==> src/design/fml_pkg.sv <==
// ----------------------------------------------------------------------------
// fml_pkg: shared types and constants of the flowgram max-likelihood caller
// Holds state machine types, register indexes and fixed datapath widths.
// ----------------------------------------------------------------------------
`default_nettype none

package fml_pkg;

    // widths fixed by the field formats
    localparam int FLOW_W = 14;   // flow intensity
    localparam int CFG_W  = 16;   // widest register
    localparam int K_W    = 12;   // candidate length, covers 2*round(x)+2
    localparam int X_W    = 32;   // flow in Q16
    localparam int DIFF_W = 28;   // |x - k| in Q16
    localparam int LN_W   = 24;   // natural log in Q16, signed
    localparam int Q_W    = 64;   // quadratic term and costs
    localparam int LEN_W  = 8;    // reported length

    // ln(2) in Q16 and the lognormal offset 0.005 in Q16
    localparam logic [15:0] LN2_Q16    = 16'd45426;
    localparam logic [15:0] OFFSET_Q16 = 16'd328;

    // register indexes
    typedef enum logic [2:0] {
        CFG_MU     = 3'd0,
        CFG_LSIG   = 3'd1,
        CFG_SIG1   = 3'd2,
        CFG_SIG2   = 3'd3,
        CFG_SIG3   = 3'd4,
        CFG_SIG4   = 3'd5,
        CFG_SIG5   = 3'd6,
        CFG_SCOUNT = 3'd7
    } t_cfg_idx;

    // log unit sequencer
    typedef enum logic [1:0] {
        LN_IDLE,
        LN_LOOP,
        LN_MUL,
        LN_DONE
    } t_ln_state;

    // quadratic term unit sequencer
    typedef enum logic [1:0] {
        QD_IDLE,
        QD_MUL,
        QD_DIV,
        QD_DONE
    } t_qd_state;

    // main sequencer
    typedef enum logic [2:0] {
        ST_IDLE,
        ST_LN_Y,
        ST_LN_SIG,
        ST_QUAD,
        ST_RESOLVE,
        ST_EMIT
    } t_state;

endpackage

`default_nettype wire

==> src/design/fml_ln_unit.sv <==
// ----------------------------------------------------------------------------
// fml_ln_unit: iterative natural log in Q16
// Leading-one normalize, 16 squaring steps for the log2 fraction, then ln2.
// ----------------------------------------------------------------------------
`default_nettype none

module fml_ln_unit (
    input  wire                               i_clk,
    input  wire                               i_rst_n,
    input  wire                               i_start,
    input  wire  [fml_pkg::X_W-1:0]           i_arg,
    output logic                              o_done,
    output logic signed [fml_pkg::LN_W-1:0]   o_result
);
    import fml_pkg::*;

    t_ln_state r_state, n_state;

    logic [30:0]          r_m;
    logic [4:0]           r_p;
    logic [15:0]          r_frac;
    logic [3:0]           r_i;
    logic signed [38:0]   r_prod;

    logic [X_W-1:0]       u;
    logic [4:0]           p;
    logic [X_W-1:0]       norm;
    logic [61:0]          sq;
    logic [31:0]          t;
    logic signed [21:0]   l2;
    logic signed [38:0]   rnd;

    // leading-one position and mantissa normalized to bit 30
    always_comb begin
        u = (i_arg == '0) ? X_W'(1) : i_arg;
        p = '0;
        for (int b = 0; b < X_W; b++) begin
            if (u[b]) p = 5'(b);
        end
        norm = u << (5'd31 - p);
    end

    // one squaring step per cycle
    assign sq = 62'(r_m) * 62'(r_m);
    assign t  = sq[61:30];
    assign l2 = $signed({6'(r_p) - 6'd16, r_frac});

    // next state
    always_comb begin
        n_state = r_state;
        case (r_state)
            LN_IDLE: if (i_start) n_state = LN_LOOP;
            LN_LOOP: if (r_i == 4'd0) n_state = LN_MUL;
            LN_MUL:  n_state = LN_DONE;
            LN_DONE: n_state = LN_IDLE;
            default: n_state = LN_IDLE;
        endcase
    end

    // outputs: scale by ln2, truncate toward zero
    always_comb begin
        rnd      = (r_prod < 0) ? (r_prod + 39'sd65535) : r_prod;
        o_result = LN_W'(rnd >>> 16);
        o_done   = 1'b0;
        case (r_state)
            LN_DONE: o_done = 1'b1;
            default: o_done = 1'b0;
        endcase
    end

    always_ff @(posedge i_clk) begin
        if (!i_rst_n) begin
            r_state <= LN_IDLE;
        end else begin
            r_state <= n_state;
        end
    end

    // datapath
    always_ff @(posedge i_clk) begin
        case (r_state)
            LN_IDLE: begin
                r_m    <= norm[31:1];
                r_p    <= p;
                r_frac <= '0;
                r_i    <= 4'd15;
            end
            LN_LOOP: begin
                r_frac[r_i] <= t[31];
                r_m         <= t[31] ? t[31:1] : t[30:0];
                r_i         <= r_i - 4'd1;
            end
            LN_MUL: begin
                r_prod <= 39'(l2) * $signed({1'b0, LN2_Q16});
            end
            default: begin
            end
        endcase
    end

endmodule

`default_nettype wire

==> config.mk <==
export PLATFORM = sky130hd
export DESIGN_NAME = fml_ln_unit
export DESIGN_NICKNAME = d
export VERILOG_FILES = /design/src/design/fml_pkg.sv /design/src/design/fml_ln_unit.sv
export SDC_FILE = /design/constraint.sdc
export NUM_CORES = 2
export LEC_CHECK = 0
export ABC_AREA = 1
export BUFFER_PORTS_ARGS = -buffer_cell sky130_fd_sc_hd__buf_2
export CORE_ASPECT_RATIO = 1.5
export CORE_MARGIN = 4
export CORE_UTILIZATION = 40
export CTS_CLUSTER_SIZE = 30
export DETAILED_ROUTE_END_ITERATION = 10
export HOLD_SLACK_MARGIN = 0.1
export PLACE_DENSITY = 0.67
export REMOVE_ABC_BUFFERS = 1
export SETUP_SLACK_MARGIN = 0.4
export SYNTH_ARGS = -nofsm -noshare
export SYNTH_HDL_FRONTEND = slang
export SYNTH_SLANG_ARGS = --single-unit
==> constraint.sdc <==
create_clock -name i_clk -period 7.8 [get_ports i_clk]
set_input_delay 0.78 -clock i_clk [delete_from_list [all_inputs] [get_ports i_clk]]
set_output_delay 0.78 -clock i_clk [all_outputs]
set_load 0.1 [all_outputs]
Word level (Yosys, flattened, before mapping)
Cells that the tools add are included.
{ "word_totals": {"register_bits": 96, "elab_cells": 71, "output_inout_bits": 25} }
{ "classes": {"mul": 2, "n_lt_le_gt_ge": 3, "n_reduce_logical": 6, "eq_ne": 5, "n_mux": 44, "shifts": 1, "addsub": 4} }
{ "op_table": {"columns": ["op", "n"], "rows": [
  ["$mux W5", 29],
  ["$mul A31 B31 Y62", 1],
  ["$pmux W31 S2", 1],
  ["$add A39 B17 Y39 const B", 1],
  ["$lt A39 B1 Y1 const B", 1],
  ["$mux W39", 1],
  ["$mul A22 B16 Y38 const B", 1],
  ["$logic_not A32 Y1", 1],
  ["$mux W32", 1],
  ["$pmux W16 S2", 1],
  ["$shl A32 B5 Y32", 1],
  ["$mux W31", 1],
  ["$bwmux W16", 1],
  ["$pmux W2 S4", 1],
  ["$pmux W4 S2", 1],
  ["$mux W2", 3],
  ["$sub A5 B5 Y6 const B", 1],
  ["$lt A4 B5 Y1 const B", 1],
  ["$sub A5 B5 Y5 const A", 1],
  ["$demux W1 S4", 1],
  ["$eq A2 B2 Y1 const B", 2],
  ["$ge A4 B1 Y1 const B", 1],
  ["$logic_not A4 Y1", 1],
  ["$ne A2 B2 Y1 const B", 2],
  ["7 further kinds", 9]
]} }

Logic depth before layout (Yosys ltp)
{ "depth": {"ltp_word": 36, "ltp_mapped": 41, "mapped_depth_nobuf": 40} }

Worst setup path after synthesis
OpenSTA, ideal clock, no wires.
{ "synth_path": {"kind": "reg-to-reg", "startpoint": "register r_m[16]", "endpoint": "register r_m[29], data pin", "setup_time_ps": 261, "t_arrival_ps": 7427, "path_stages_with_launch": 34, "setup_slack_ps": 112, "path_buffers": 2, "cell_sequence": "edfxtp_1 > clkbuf_1 > clkbuf_1 > nand2_1 > fa_1 > inv_1 > fa_1 > inv_1 > fa_1 > fa_1 > inv_1 > fa_1 > inv_1 > fa_1 > inv_1 > fa_1 > inv_1 > fa_1 > inv_1 > ha_1 > nand2_1 > nor4_1 > nand2_1 > o211ai_1 > a21oi_1 > o21ai_1 > a21oi_1 > o21ai_1 > nand3_1 > nand2_1 > xor2_1 > nand2_1 > o211ai_1 > nand3_1"} }
{ "synth_via": {"elab_chain_len": 3} }
{ "synth_lines": {"columns": ["element", "line", "rtl"], "rows": [
  ["start, declared", "fml_ln_unit.sv:19", "logic [30:0] r_m;"],
  ["start signal, assigned", "fml_ln_unit.sv:83", "r_m <= norm[31:1];"],
  ["start signal, assigned", "fml_ln_unit.sv:90", "r_m <= t[31] ? t[31:1] : t[30:0];"],
  ["$mul A31 B31 Y62", "fml_ln_unit.sv:44", "assign sq = 62'(r_m) * 62'(r_m);"],
  ["$mux W31", "fml_ln_unit.sv:90", null],
  ["$pmux W31 S2", "fml_ln_unit.sv:81", "case (r_state)"]
]} }
Every way passes these cells.
A chain may end at the register's enable or synchronous reset.

Worst setup path after layout
{ "layout_path": {"startpoint": "register r_m[19]", "endpoint": "register r_m[25], data pin"} }
Same word-level chain as after synthesis.

==> flow_summary.toml <==
[final_layout]
multiInputGateArea_sq_um = 31900
drive_gt1_frac = 0.171
area_delta_synth_final_pct = 18.8
fillerInstances = 9307
regArea_sq_um = 2860
layout.cells.non_filler = 6421
fin_util = 0.479
nets = 6454

[synthesis]
synth_edf_count = 94
syn_avg_cell_area_sq_um = 8.41
synth_cells = 4718
ys_warn_count = 0
synth-main-ff-cell = "edfxtp_1"
yosysSeqAreaShare = 0.0721
synth.ff_latch_count = 96
syn_area_sq_um = 39700
synth-async-reset-ratio = 0
synth_cell_type_count = 51

[worst_setup_path]
path_delay_family = "adder cells"
crit_slowest_cell = "fa_2"
slowest_delay_ns = 0.57
critPathCaptureType = "flop"
cp.buffers_inverters = 9
crit_fanout = 7
cp.arrival_ns = 8.01
critical_path_class = "reg2reg"
worstPathRequired_ns = 7.93
start_kind = "flop"

[drt]
vias = 31800
wl_per_cell_microns = 18.0
drtAntennaViolNets = 0
wirelength_microns = 116000
routed_via_density = 4.95
drc_errors = 0
drtPass1Iterations = 5
detail_route.iter0.violations = 1825

[global_route]
grt_max_degree = 52
grt_pass1_wl_microns = 182000
grt-ovfl-total = 0
grt_pass1_vias = 34800
grtUsageTotal = 0.222
antenna_found_initial = 3

[floorplan]
fp-row-count = 141
die_area_sq_um = 104000
die_x_microns = 265
core_sq_um = 98400
start_util = 0.403
die-height_microns = 394
io_pins = 60

[timing]
tns_ns = -0.209
hold_violations = 0
final_max_slew_viol_count = 0
min_period_over_period = 1.01
fmax_mhz = 127
worst_slack_ns = -0.0845
setup_viol = 5
rsz0062_at_grt = "true"
worst_slew_pin_slew_ns = 1.01
hold_ws_ns = 0.553
fin_worst_skew_ns = 0.0147
finalCriticalPeriod_ns = 7.88
relSlewSlack = 0.324

[cts]
htreeDepth = 3
cts_tree = "done"
clockRootBuffer = "clkbuf_16"
clockBufferDepth = 2
numCtsBuffers = 9
clk_pin_slew_ns = 0.08
clkLatencyLatePin_ns = 0.38
numClockSinks = 96

[place]
globalplace.congestion = 1.00
place_hpwl_microns = 97200
numPortBuffers = 59
dp.cells = 6299

[flow_run]
cap_violations = 0

[worst_hold_path]
hp-class = "reg2reg"

[status]
violations = "negative setup slack"
status = "finished, violations left"
==> area by class of cell <==
cell class	count	area share
flip-flops and latches	96	0.0607
well taps	1287	0.0342
diodes	3	0.000159
multi-input cells	2940	0.676
clock buffers	9	0.00478
repair buffers	535	0.100
clock inverters	7	0.00109
inverters	1544	0.123
==> stage by stage <==
stage | cell area [sq um] | setup slack [ns]
CTS | 46100 | 0.0441
detailed placement | 44200 | -0.368
finish | 47100 | -0.0845
global placement | 44200 | -0.326
global route | 47100 | -0.344
floorplan | 39100 | -0.550
==> sequential cells by signal, summed over array words and instances (netlist names) <==
signal,flops
r_m,31
r_prod,38
r_state,2
r_frac,16
r_p,5
r_i,4
==> worst paths after layout <==
path | slack, ns | from | cells after the start | to
setup / recovery | -0.08 | r_m[19] | 35 | r_m[25]
hold / removal | 0.55 | r_state[1] | 2 | r_state[1]
setup reg to reg | -0.08 | r_m[19] | 35 | r_m[25]
hold reg to reg | 0.55 | r_state[1] | 2 | r_state[1]
==> repair_timing <==
| item | in CTS | in global routing |
|---|---|---|
| endpoints found under the setup margin | 47 | 47 |
| buffers inserted | 61 | 32 |
| pin swaps | 89 | 103 |
| resized for setup | 247 | 195 |
| gates cloned | 5 | 5 |
| hold buffers | 0 | 0 |
==> tightest hold or removal path, delay by kind of cell, from the launching register on <==
| kind | cells | cell delay (ns) |
|---|---|---|
| compound gates | 1 | 0.08 |
| flops | 1 | 0.33 |
| buf+inv | 1 | 0.10 |
==> cell families after synthesis <==
logic type                 count (synthesis)  synth area share
xor gates and xnor gates                 102            0.0225
and+or+nand+nor                         1251             0.130
DFF                                       96            0.0721
buffers and inverters                   1682             0.160
adders and majority gates               1293             0.573
AOI/OAI and AO/OA                        294            0.0422
==> routing by layer <==
| metal | up-vias | wire length (microns) | global-route usage |
|---|---|---|---|
| met5 | - | 0 | 0 |
| met4 | 0 | 10800 | 0.158 |
| met1 | 15900 | 38400 | 0.233 |
| met2 | 936 | 62000 | 0.415 |
| met3 | 435 | 4350 | 0.0158 |
| li1 | 14500 | - | - |
==> synthesized netlist by cell type, types with 11 or more instances <==
library cell	instances	area, sq um
nor2_1	124	465
edfxtp_1	94	2820
nor3_1	17	85.1
a21oi_1	145	726
nand3_1	251	1260
inv_1	1541	5780
xor2_1	56	490
buf_2	13	65.1
nand2_1	820	3080
clkbuf_1	109	409
xnor2_1	46	403
a31oi_1	11	68.8
fa_1	875	17500
o21ai_0	68	340
ha_1	418	5230
nand4_1	14	87.6
==> layout by cell type (no fill, tap or decap), types with 5 or more instances in the layout <==
master     synthesis  routed
xor2_1            56      54
a31oi_1           11       9
buf_6              4      37
buf_16             0       5
a21oi_2            5      34
inv_2              2      41
ha_1             418     384
fa_1             875     825
a21oi_1          145     109
nand4_1           14      14
nand3_1          251     246
edfxtp_1          94      94
ha_4               0      30
o21ai_1            8      18
nor2_1           124     108
nor4_1             9       7
clkbuf_16          0      14
nor2_2             0       7
o211ai_1           8       8
buf_12             0      40
o21ai_2            5      29
xnor2_1           46      41
nand2_4            2      15
o21a_1             9       8
inv_1           1541    1501
nand3_2            2       6
nor3_1            17      13
a21o_1            10      10
buf_2             13      59
buf_4              3     386
a21oi_4            0       7
nand2_1          820     745
fa_2               0      50
nor2_4             0       9
o21ai_0           68      33
nand2_2            1      63
Power is left out: the tool's default activity adds up to more than one toggle a clock period on the data nets, which glitch-free logic cannot reach.
