**config.mk**
```make
export PLATFORM = sky130hd
export DESIGN_NAME = fml_quad_unit
export DESIGN_NICKNAME = d
export VERILOG_FILES = /design/src/design/fml_pkg.sv /design/src/design/fml_quad_unit.sv
export SDC_FILE = /design/constraint.sdc
export NUM_CORES = 2
export LEC_CHECK = 0
export ABC_AREA = 0
export BUFFER_PORTS_ARGS = -buffer_cell sky130_fd_sc_hd__buf_2
export CAP_MARGIN = 15
export CORE_UTILIZATION = 65
export CTS_BUF_LIST = sky130_fd_sc_hd__clkbuf_8
export CTS_CLUSTER_DIAMETER = 60
export DETAILED_ROUTE_END_ITERATION = 12
export GPL_ROUTABILITY_DRIVEN = 0
export PLACE_DENSITY_LB_ADDON = 0.12
export SLEW_MARGIN = 20
export SYNTH_ARGS = -nofsm -noshare
export SYNTH_HDL_FRONTEND = slang
export SYNTH_SLANG_ARGS = --single-unit
```
**constraint.sdc**
```tcl
create_clock -name i_clk -period 9.7 [get_ports i_clk]
set_clock_uncertainty 0.05 [all_clocks]
set_input_delay 0.97 -clock i_clk [delete_from_list [all_inputs] [get_ports i_clk]]
set_output_delay 0.97 -clock i_clk [all_outputs]
set_load 0.005 [all_outputs]
```
**src/design/fml_pkg.sv**
```systemverilog
// ----------------------------------------------------------------------------
// fml_pkg: shared types and constants of the flowgram max-likelihood caller
// Holds state machine types, register indexes and fixed datapath widths.
// ----------------------------------------------------------------------------
`default_nettype none

package fml_pkg;

    // widths fixed by the field formats
    localparam int FLOW_W = 14;   // flow intensity
    localparam int CFG_W  = 16;   // widest register
    localparam int K_W    = 12;   // candidate length, covers 2*round(x)+2
    localparam int X_W    = 32;   // flow in Q16
    localparam int DIFF_W = 28;   // |x - k| in Q16
    localparam int LN_W   = 24;   // natural log in Q16, signed
    localparam int Q_W    = 64;   // quadratic term and costs
    localparam int LEN_W  = 8;    // reported length

    // ln(2) in Q16 and the lognormal offset 0.005 in Q16
    localparam logic [15:0] LN2_Q16    = 16'd45426;
    localparam logic [15:0] OFFSET_Q16 = 16'd328;

    // register indexes
    typedef enum logic [2:0] {
        CFG_MU     = 3'd0,
        CFG_LSIG   = 3'd1,
        CFG_SIG1   = 3'd2,
        CFG_SIG2   = 3'd3,
        CFG_SIG3   = 3'd4,
        CFG_SIG4   = 3'd5,
        CFG_SIG5   = 3'd6,
        CFG_SCOUNT = 3'd7
    } t_cfg_idx;

    // log unit sequencer
    typedef enum logic [1:0] {
        LN_IDLE,
        LN_LOOP,
        LN_MUL,
        LN_DONE
    } t_ln_state;

    // quadratic term unit sequencer
    typedef enum logic [1:0] {
        QD_IDLE,
        QD_MUL,
        QD_DIV,
        QD_DONE
    } t_qd_state;

    // main sequencer
    typedef enum logic [2:0] {
        ST_IDLE,
        ST_LN_Y,
        ST_LN_SIG,
        ST_QUAD,
        ST_RESOLVE,
        ST_EMIT
    } t_state;

endpackage

`default_nettype wire

```
**src/design/fml_quad_unit.sv**
```systemverilog
// ----------------------------------------------------------------------------
// fml_quad_unit: quadratic cost term (d^2 << 8) / (2 s^2)
// Squares in the multiply state, then a restoring divider retiring one bit a cycle.
// ----------------------------------------------------------------------------
`default_nettype none

module fml_quad_unit (
    input  wire                          i_clk,
    input  wire                          i_rst_n,
    input  wire                          i_start,
    input  wire  [fml_pkg::DIFF_W-1:0]   i_diff,
    input  wire  [fml_pkg::CFG_W-1:0]    i_sig,
    output logic                         o_done,
    output logic [fml_pkg::Q_W-1:0]      o_result
);
    import fml_pkg::*;

    t_qd_state r_state, n_state;

    logic [DIFF_W-1:0]  r_diff;
    logic [CFG_W-1:0]   r_sig;
    logic [Q_W-1:0]     r_num;
    logic [32:0]        r_den;
    logic [32:0]        r_rem;
    logic [5:0]         r_cnt;

    logic [33:0]        rem_sh;
    logic               ge;

    assign rem_sh = {r_rem, r_num[Q_W-1]};
    assign ge     = rem_sh >= {1'b0, r_den};

    // next state
    always_comb begin
        n_state = r_state;
        case (r_state)
            QD_IDLE: if (i_start) n_state = QD_MUL;
            QD_MUL:  n_state = QD_DIV;
            QD_DIV:  if (r_cnt == 6'd0) n_state = QD_DONE;
            QD_DONE: n_state = QD_IDLE;
            default: n_state = QD_IDLE;
        endcase
    end

    // outputs
    always_comb begin
        o_result = r_num;
        case (r_state)
            QD_DONE: o_done = 1'b1;
            default: o_done = 1'b0;
        endcase
    end

    always_ff @(posedge i_clk) begin
        if (!i_rst_n) begin
            r_state <= QD_IDLE;
        end else begin
            r_state <= n_state;
        end
    end

    // datapath, quotient shifts in where the dividend shifts out
    always_ff @(posedge i_clk) begin
        case (r_state)
            QD_IDLE: begin
                r_diff <= i_diff;
                r_sig  <= i_sig;
            end
            QD_MUL: begin
                r_num <= {56'(r_diff) * 56'(r_diff), 8'b0};
                r_den <= {32'(r_sig) * 32'(r_sig), 1'b0};
                r_rem <= '0;
                r_cnt <= 6'd63;
            end
            QD_DIV: begin
                r_rem <= ge ? 33'(rem_sh - {1'b0, r_den}) : 33'(rem_sh);
                r_num <= {r_num[Q_W-2:0], ge};
                r_cnt <= r_cnt - 6'd1;
            end
            default: begin
            end
        endcase
    end

endmodule

`default_nettype wire

```
Word level (Yosys, flattened, before mapping)
Index checks and enable logic that the tools add are counted.

word-level totals
  flip-flop bits (word level) = 181
  input bits = 47
  output and inout bits = 65
  logic and storage cells = 29

cells by class
  add/sub/neg operators = 2
  multipliers = 2
  magnitude comparators = 1
  equal/unequal tests = 5
  mux-type cells = 8
  reductions and logical operators = 4

operators with widths
  kind                                                                 count
  64-bit case mux with 2 select lines                                  1
  33-bit case mux with 2 select lines                                  1
  28-bit by 28-bit multiplier with 56-bit output                       1
  34-bit by 33-bit >= comparator with 1-bit output                     1
  33-bit two-way mux                                                   1
  33-bit subtractor                                                    1
  16-bit by 16-bit multiplier with 32-bit output                       1
  6-bit case mux with 2 select lines                                   1
  2-bit case mux with 4 select lines                                   1
  6-bit zero test                                                      1
  6-bit by 1-bit subtractor with 6-bit output (second input constant)  1
  2-bit == test (second input constant)                                2
  2-bit two-way mux                                                    2
  2-bit inequality test (second input constant)                        2
  2-bit by 1-bit == test with 1-bit output (second input constant)     1
  2-bit zero test                                                      1
  2-bit AND reduction                                                  1
  2-bit nonzero test                                                   1
  1-bit two-way mux                                                    1

Logic depth before layout (Yosys ltp)
  depth after elaboration = 3
  mapped depth = 28
  depth with buffers taken out = 25

Worst setup path before layout
OpenSTA, ideal clock, no wires.

  path kind = reg2reg
  start point = reg r_diff[7]
  end point = reg r_num[51], in the netlist o_result[51] (data pin)
  library setup time = 0.263 ns
  arrival time = 7.005 ns
  required time = 9.387 ns
  path slack = 2.381 ns
  cell stages (with the launch flop) = 28
  buffers on the path = 3
  period minus slack after synthesis = 7.319 ns
  cells stage by stage = edfxtp_1 > clkbuf_1 > clkbuf_1 > and2_1 > fa_1 > inv_1 > fa_1 > inv_1 > fa_1 > inv_1 > fa_1 > inv_1 > fa_1 > fa_1 > inv_1 > fa_1 > inv_1 > ha_1 > buf_6 > a21o_1 > a21o_1 > a21o_1 > a221o_1 > a221o_1 > or2_1 > a311oi_1 > xor2_1 > o21ai_1

on the way
  word-level cells in the longest chain between the ends = 2

ends and longest elaborated chain
  what                                            RTL line             source
  start, declared                                 fml_quad_unit.sv:20  logic [DIFF_W-1:0] r_diff;
  start signal, assigned                          fml_quad_unit.sv:66  r_diff <= i_diff;
  28-bit by 28-bit multiplier with 56-bit output  fml_quad_unit.sv:70  r_num <= {56'(r_diff) * 56'(r_diff), 8'b0};
  64-bit case mux with 2 select lines             fml_quad_unit.sv:64  case (r_state)
  end signal, assigned                            fml_quad_unit.sv:70
  end signal, assigned                            fml_quad_unit.sv:77  r_num <= {r_num[Q_W-2:0], ge};
  end, declared                                   fml_quad_unit.sv:22  logic [Q_W-1:0] r_num;

Every way passes these cells.
A chain may end at the register's enable or synchronous reset.

Worst setup path in the final report
  start point = reg r_diff[12]
  end point = reg r_num[62], in the netlist o_result[62] (data pin)

The elaborated chain is that of the path after synthesis.

==> impl_results.md <==
* Status: finished clean
* Setup_tns at 0 ns
* Drt pass-1 iters at 6
* Syn Area/Cell at 9.53 µm²
* Synth top area share at 40.1%
* Final setup fails at 0
* Synth Register Bits at 180
* Area Overhead vs Synth at 4.66%
* Kind of critical path: flop to flop
* RSZ-0062 raised after global routing: no
* Global-route usage over all layers at 31.3%
* First-pass GRT wire length at 143 mm
* Cell taking the most area after synthesis: fa_1
* Crit-path max FO at 25
* I/O pin total at 112
* Core box area at 57900 µm²
* Setup crit end: o_result[62]
* DIE AREA at 59700 µm²
* Synth Flop Type: edfxtp_1
* Maximum number of pins on one net before global-route repair at 70
* Synth warn at 0
* CP startpoint: r_diff[12]
* Relative slew slack at 27.1%
* Hold Vio Cnt, Final at 0
* Initial antenna violation count at 1
* Fmax at 0.118 GHz
* CTS tree: built
* Worst r2r src: r_diff[12]
* GRT overflow at 0
* Vias in the first global route at 27500
* Core Rows at 88
* Initial Util at 65.9%
* Die height at 244 µm
* Routed WL at 88.2 mm
* Max Cap Viol at 0
* RR Endpoint: o_result[62]
* Worst setup EP type: flop
* Worst reg2reg path depth at 23
* Drt drc at 0
* Hold Crit Class: input pin to flop
* Nets at 5218
* Post-synthesis net count at 5175
* Area of the multi-input gates at 28100 µm²
* Wire length per cell at 18.3 µm
* Post-Syn Instances at 4004
* Layout cells sized above 1 at 5.25%
* Arr. time, crit path at 8.71 ns
* Root buf cell: clkbuf_8
* Chip width at 244 µm
* Via Count at 26300
* Inserted Clock Buffers at 17
* Setup bufs post-CTS at 0
* Tcrit/Tclk final at 87.0%
* Clock Tree Buf Depth at 2
* Antenna Cells at 0
* CP required at 9.97 ns
* Initial drt markers at 1798
* Crit start category: flop
* Reg2reg setup slack at 1.26 ns
* Clock latency on the worst-skew pair at 0.61 ns
* Htree depth at 4
* Minimum clock period at 8.44 ns
* Via density at 5.46
* Synth area leaders: fa_1, edfxtp_1, ha_1, inv_1, nand2_1
* Clock-pin slew on the worst setup and hold paths at 0.18 ns
* Yosys cell types at 69
* Detailed placement HPWL at 72.5 mm
* Post-CTS sizing at 0
* I/O Buffers at 111
* Ys async rst share at 0%
* Number of synthesized flops with an enable pin at 178
* Final Max Slew Viols at 0
* Sequential area share after synthesis at 14.1%
* Hold_sp: i_diff[7]
* Sequential cell area at 5390 µm²
* Clk sinks at 180
* ANT nets after route at 0
* Post-Syn Area at 38200 µm²
* Layout fillers at 4652
* Slew of the pin with the lowest slew margin at 1.09 ns
* Post-cts hold buffer count at 0
==> cells in the final DEF (no fill, tap or decap), types with 4 or more instances in the layout <==
| cell | Yosys | routed |
|---|---|---|
| inv_12 | 0 | 5 |
| nand4_1 | 15 | 15 |
| o21ai_0 | 103 | 103 |
| edfxtp_1 | 178 | 178 |
| ha_1 | 359 | 357 |
| buf_2 | 2 | 111 |
| xor2_1 | 48 | 48 |
| a211oi_1 | 16 | 16 |
| a41oi_1 | 6 | 6 |
| and3_1 | 15 | 15 |
| nand3_1 | 30 | 30 |
| and4_1 | 4 | 4 |
| a31oi_1 | 11 | 11 |
| o21a_1 | 17 | 17 |
| mux2_2 | 8 | 8 |
| a221o_1 | 4 | 4 |
| xnor2_1 | 81 | 81 |
| o211ai_1 | 10 | 10 |
| nand2b_1 | 9 | 9 |
| nor3_1 | 15 | 15 |
| nor2b_1 | 21 | 21 |
| nor2_1 | 136 | 136 |
| a211o_1 | 5 | 5 |
| a21o_1 | 53 | 53 |
| a21oi_1 | 119 | 119 |
| fa_1 | 765 | 765 |
| clkbuf_8 | 0 | 17 |
| clkinv_8 | 0 | 6 |
| inv_1 | 1130 | 1130 |
| mux2i_1 | 28 | 28 |
| nand2_1 | 382 | 382 |
| o21bai_1 | 17 | 17 |
| or2_2 | 13 | 13 |
| buf_4 | 1 | 35 |
| and2_1 | 216 | 216 |
| a2111oi_0 | 4 | 4 |
| o31ai_1 | 10 | 10 |
==> cells in the mapped netlist, types with 4 or more instances <==
cell type  number
inv_1        1130
fa_1          765
nand2_1       382
ha_1          359
and2_1        216
edfxtp_1      178
nor2_1        136
a21oi_1       119
clkbuf_1      117
o21ai_0       103
xnor2_1        81
a21o_1         53
xor2_1         48
nand3_1        30
mux2i_1        28
nor2b_1        21
o21a_1         17
o21bai_1       17
a211oi_1       16
and3_1         15
nand4_1        15
nor3_1         15
or2_2          13
a31oi_1        11
o211ai_1       10
o31ai_1        10
nand2b_1        9
mux2_2          8
a41oi_1         6
a211o_1         5
a2111oi_0       4
a221o_1         4
and4_1          4
==> stage by stage <==
step                instance area [µm²]  std cells  hold slack (ns)  worst slack (ns)  utilization [%]
floorplan                         38200       4004            0.464              2.38                -
global placement                  39500       4792            0.480              1.40             68.2
detailed placement                39500       4792            0.489              1.27             68.2
CTS                               39900       4824            0.416              1.22             68.9
global route                      40000       4825            0.431             0.969             69.0
finish                            40000       4825            0.463              1.26             69.0
==> state kept, by name (all words and copies together), names as in the netlist <==
| name | count |
|---|---|
| o_result | 64 |
| r_rem | 33 |
| r_den | 31 |
| r_diff | 28 |
| r_sig | 16 |
| r_cnt | 6 |
| r_state | 2 |
==> how the worst min path moves through the flow <==
stage | endpoint | depth (start not counted)
finish | r_diff[7] | 1
global route | r_diff[11] | 1
global placement | o_result[2] | 1
CTS | r_diff[11] | 1
detailed placement | o_result[25] | 2
floorplan | r_den[1] | 0
==> per-layer routing <==
| layer | vias to the layer above | GRT usage, % | routed length [µm] | part of all wire [%] |
|---|---|---|---|---|
| met5 | - | 0 | 17 | 0.019 |
| met4 | 2 | 9.83 | 2540 | 2.9 |
| met3 | 143 | 5.99 | 6740 | 7.6 |
| met2 | 928 | 50.2 | 41300 | 47 |
| met1 | 13100 | 43.5 | 37600 | 43 |
| li1 | 12200 | - | - | - |
==> worst max-delay path, stage by stage, from the launching register on <==
cell	delay, ns
edfxtp_1	1.10
and2_1	0.29
inv_1	0.07
fa_1	0.53
inv_1	0.05
fa_1	0.48
inv_1	0.06
fa_1	0.49
fa_1	0.51
inv_1	0.05
fa_1	0.48
fa_1	0.48
inv_1	0.05
fa_1	0.48
inv_1	0.08
ha_1	0.37
a211oi_1	0.24
o21ai_0	0.16
a2111oi_0	0.67
o32ai_2	0.36
o31ai_2	0.42
o21ai_0	0.25
nor4b_1	0.35
a211oi_1	0.08
==> logic make-up after synthesis <==
| kind of cell | share of synthesized area, % |
|---|---|
| buffers and inverters | 12.4 |
| adders and majority gates | 51.9 |
| xor gates and xnor gates | 2.96 |
| and+or+nand+nor | 10.9 |
| AOI/OAI and AO/OA | 6.78 |
| DFF | 14.1 |
| muxes | 0.970 |
==> final cells by class <==
class | count | area share [%]
clock buffers | 17 | 0.586
clock inverters | 15 | 0.535
inverters | 1131 | 10.6
multi-input cells | 2570 | 70.3
flip-flops and latches | 180 | 13.5
well taps | 765 | 2.40
repair buffers | 147 | 2.09
Power is left out: the tool's default activity adds up to more than one toggle a clock period on the data nets, which glitch-free logic cannot reach.
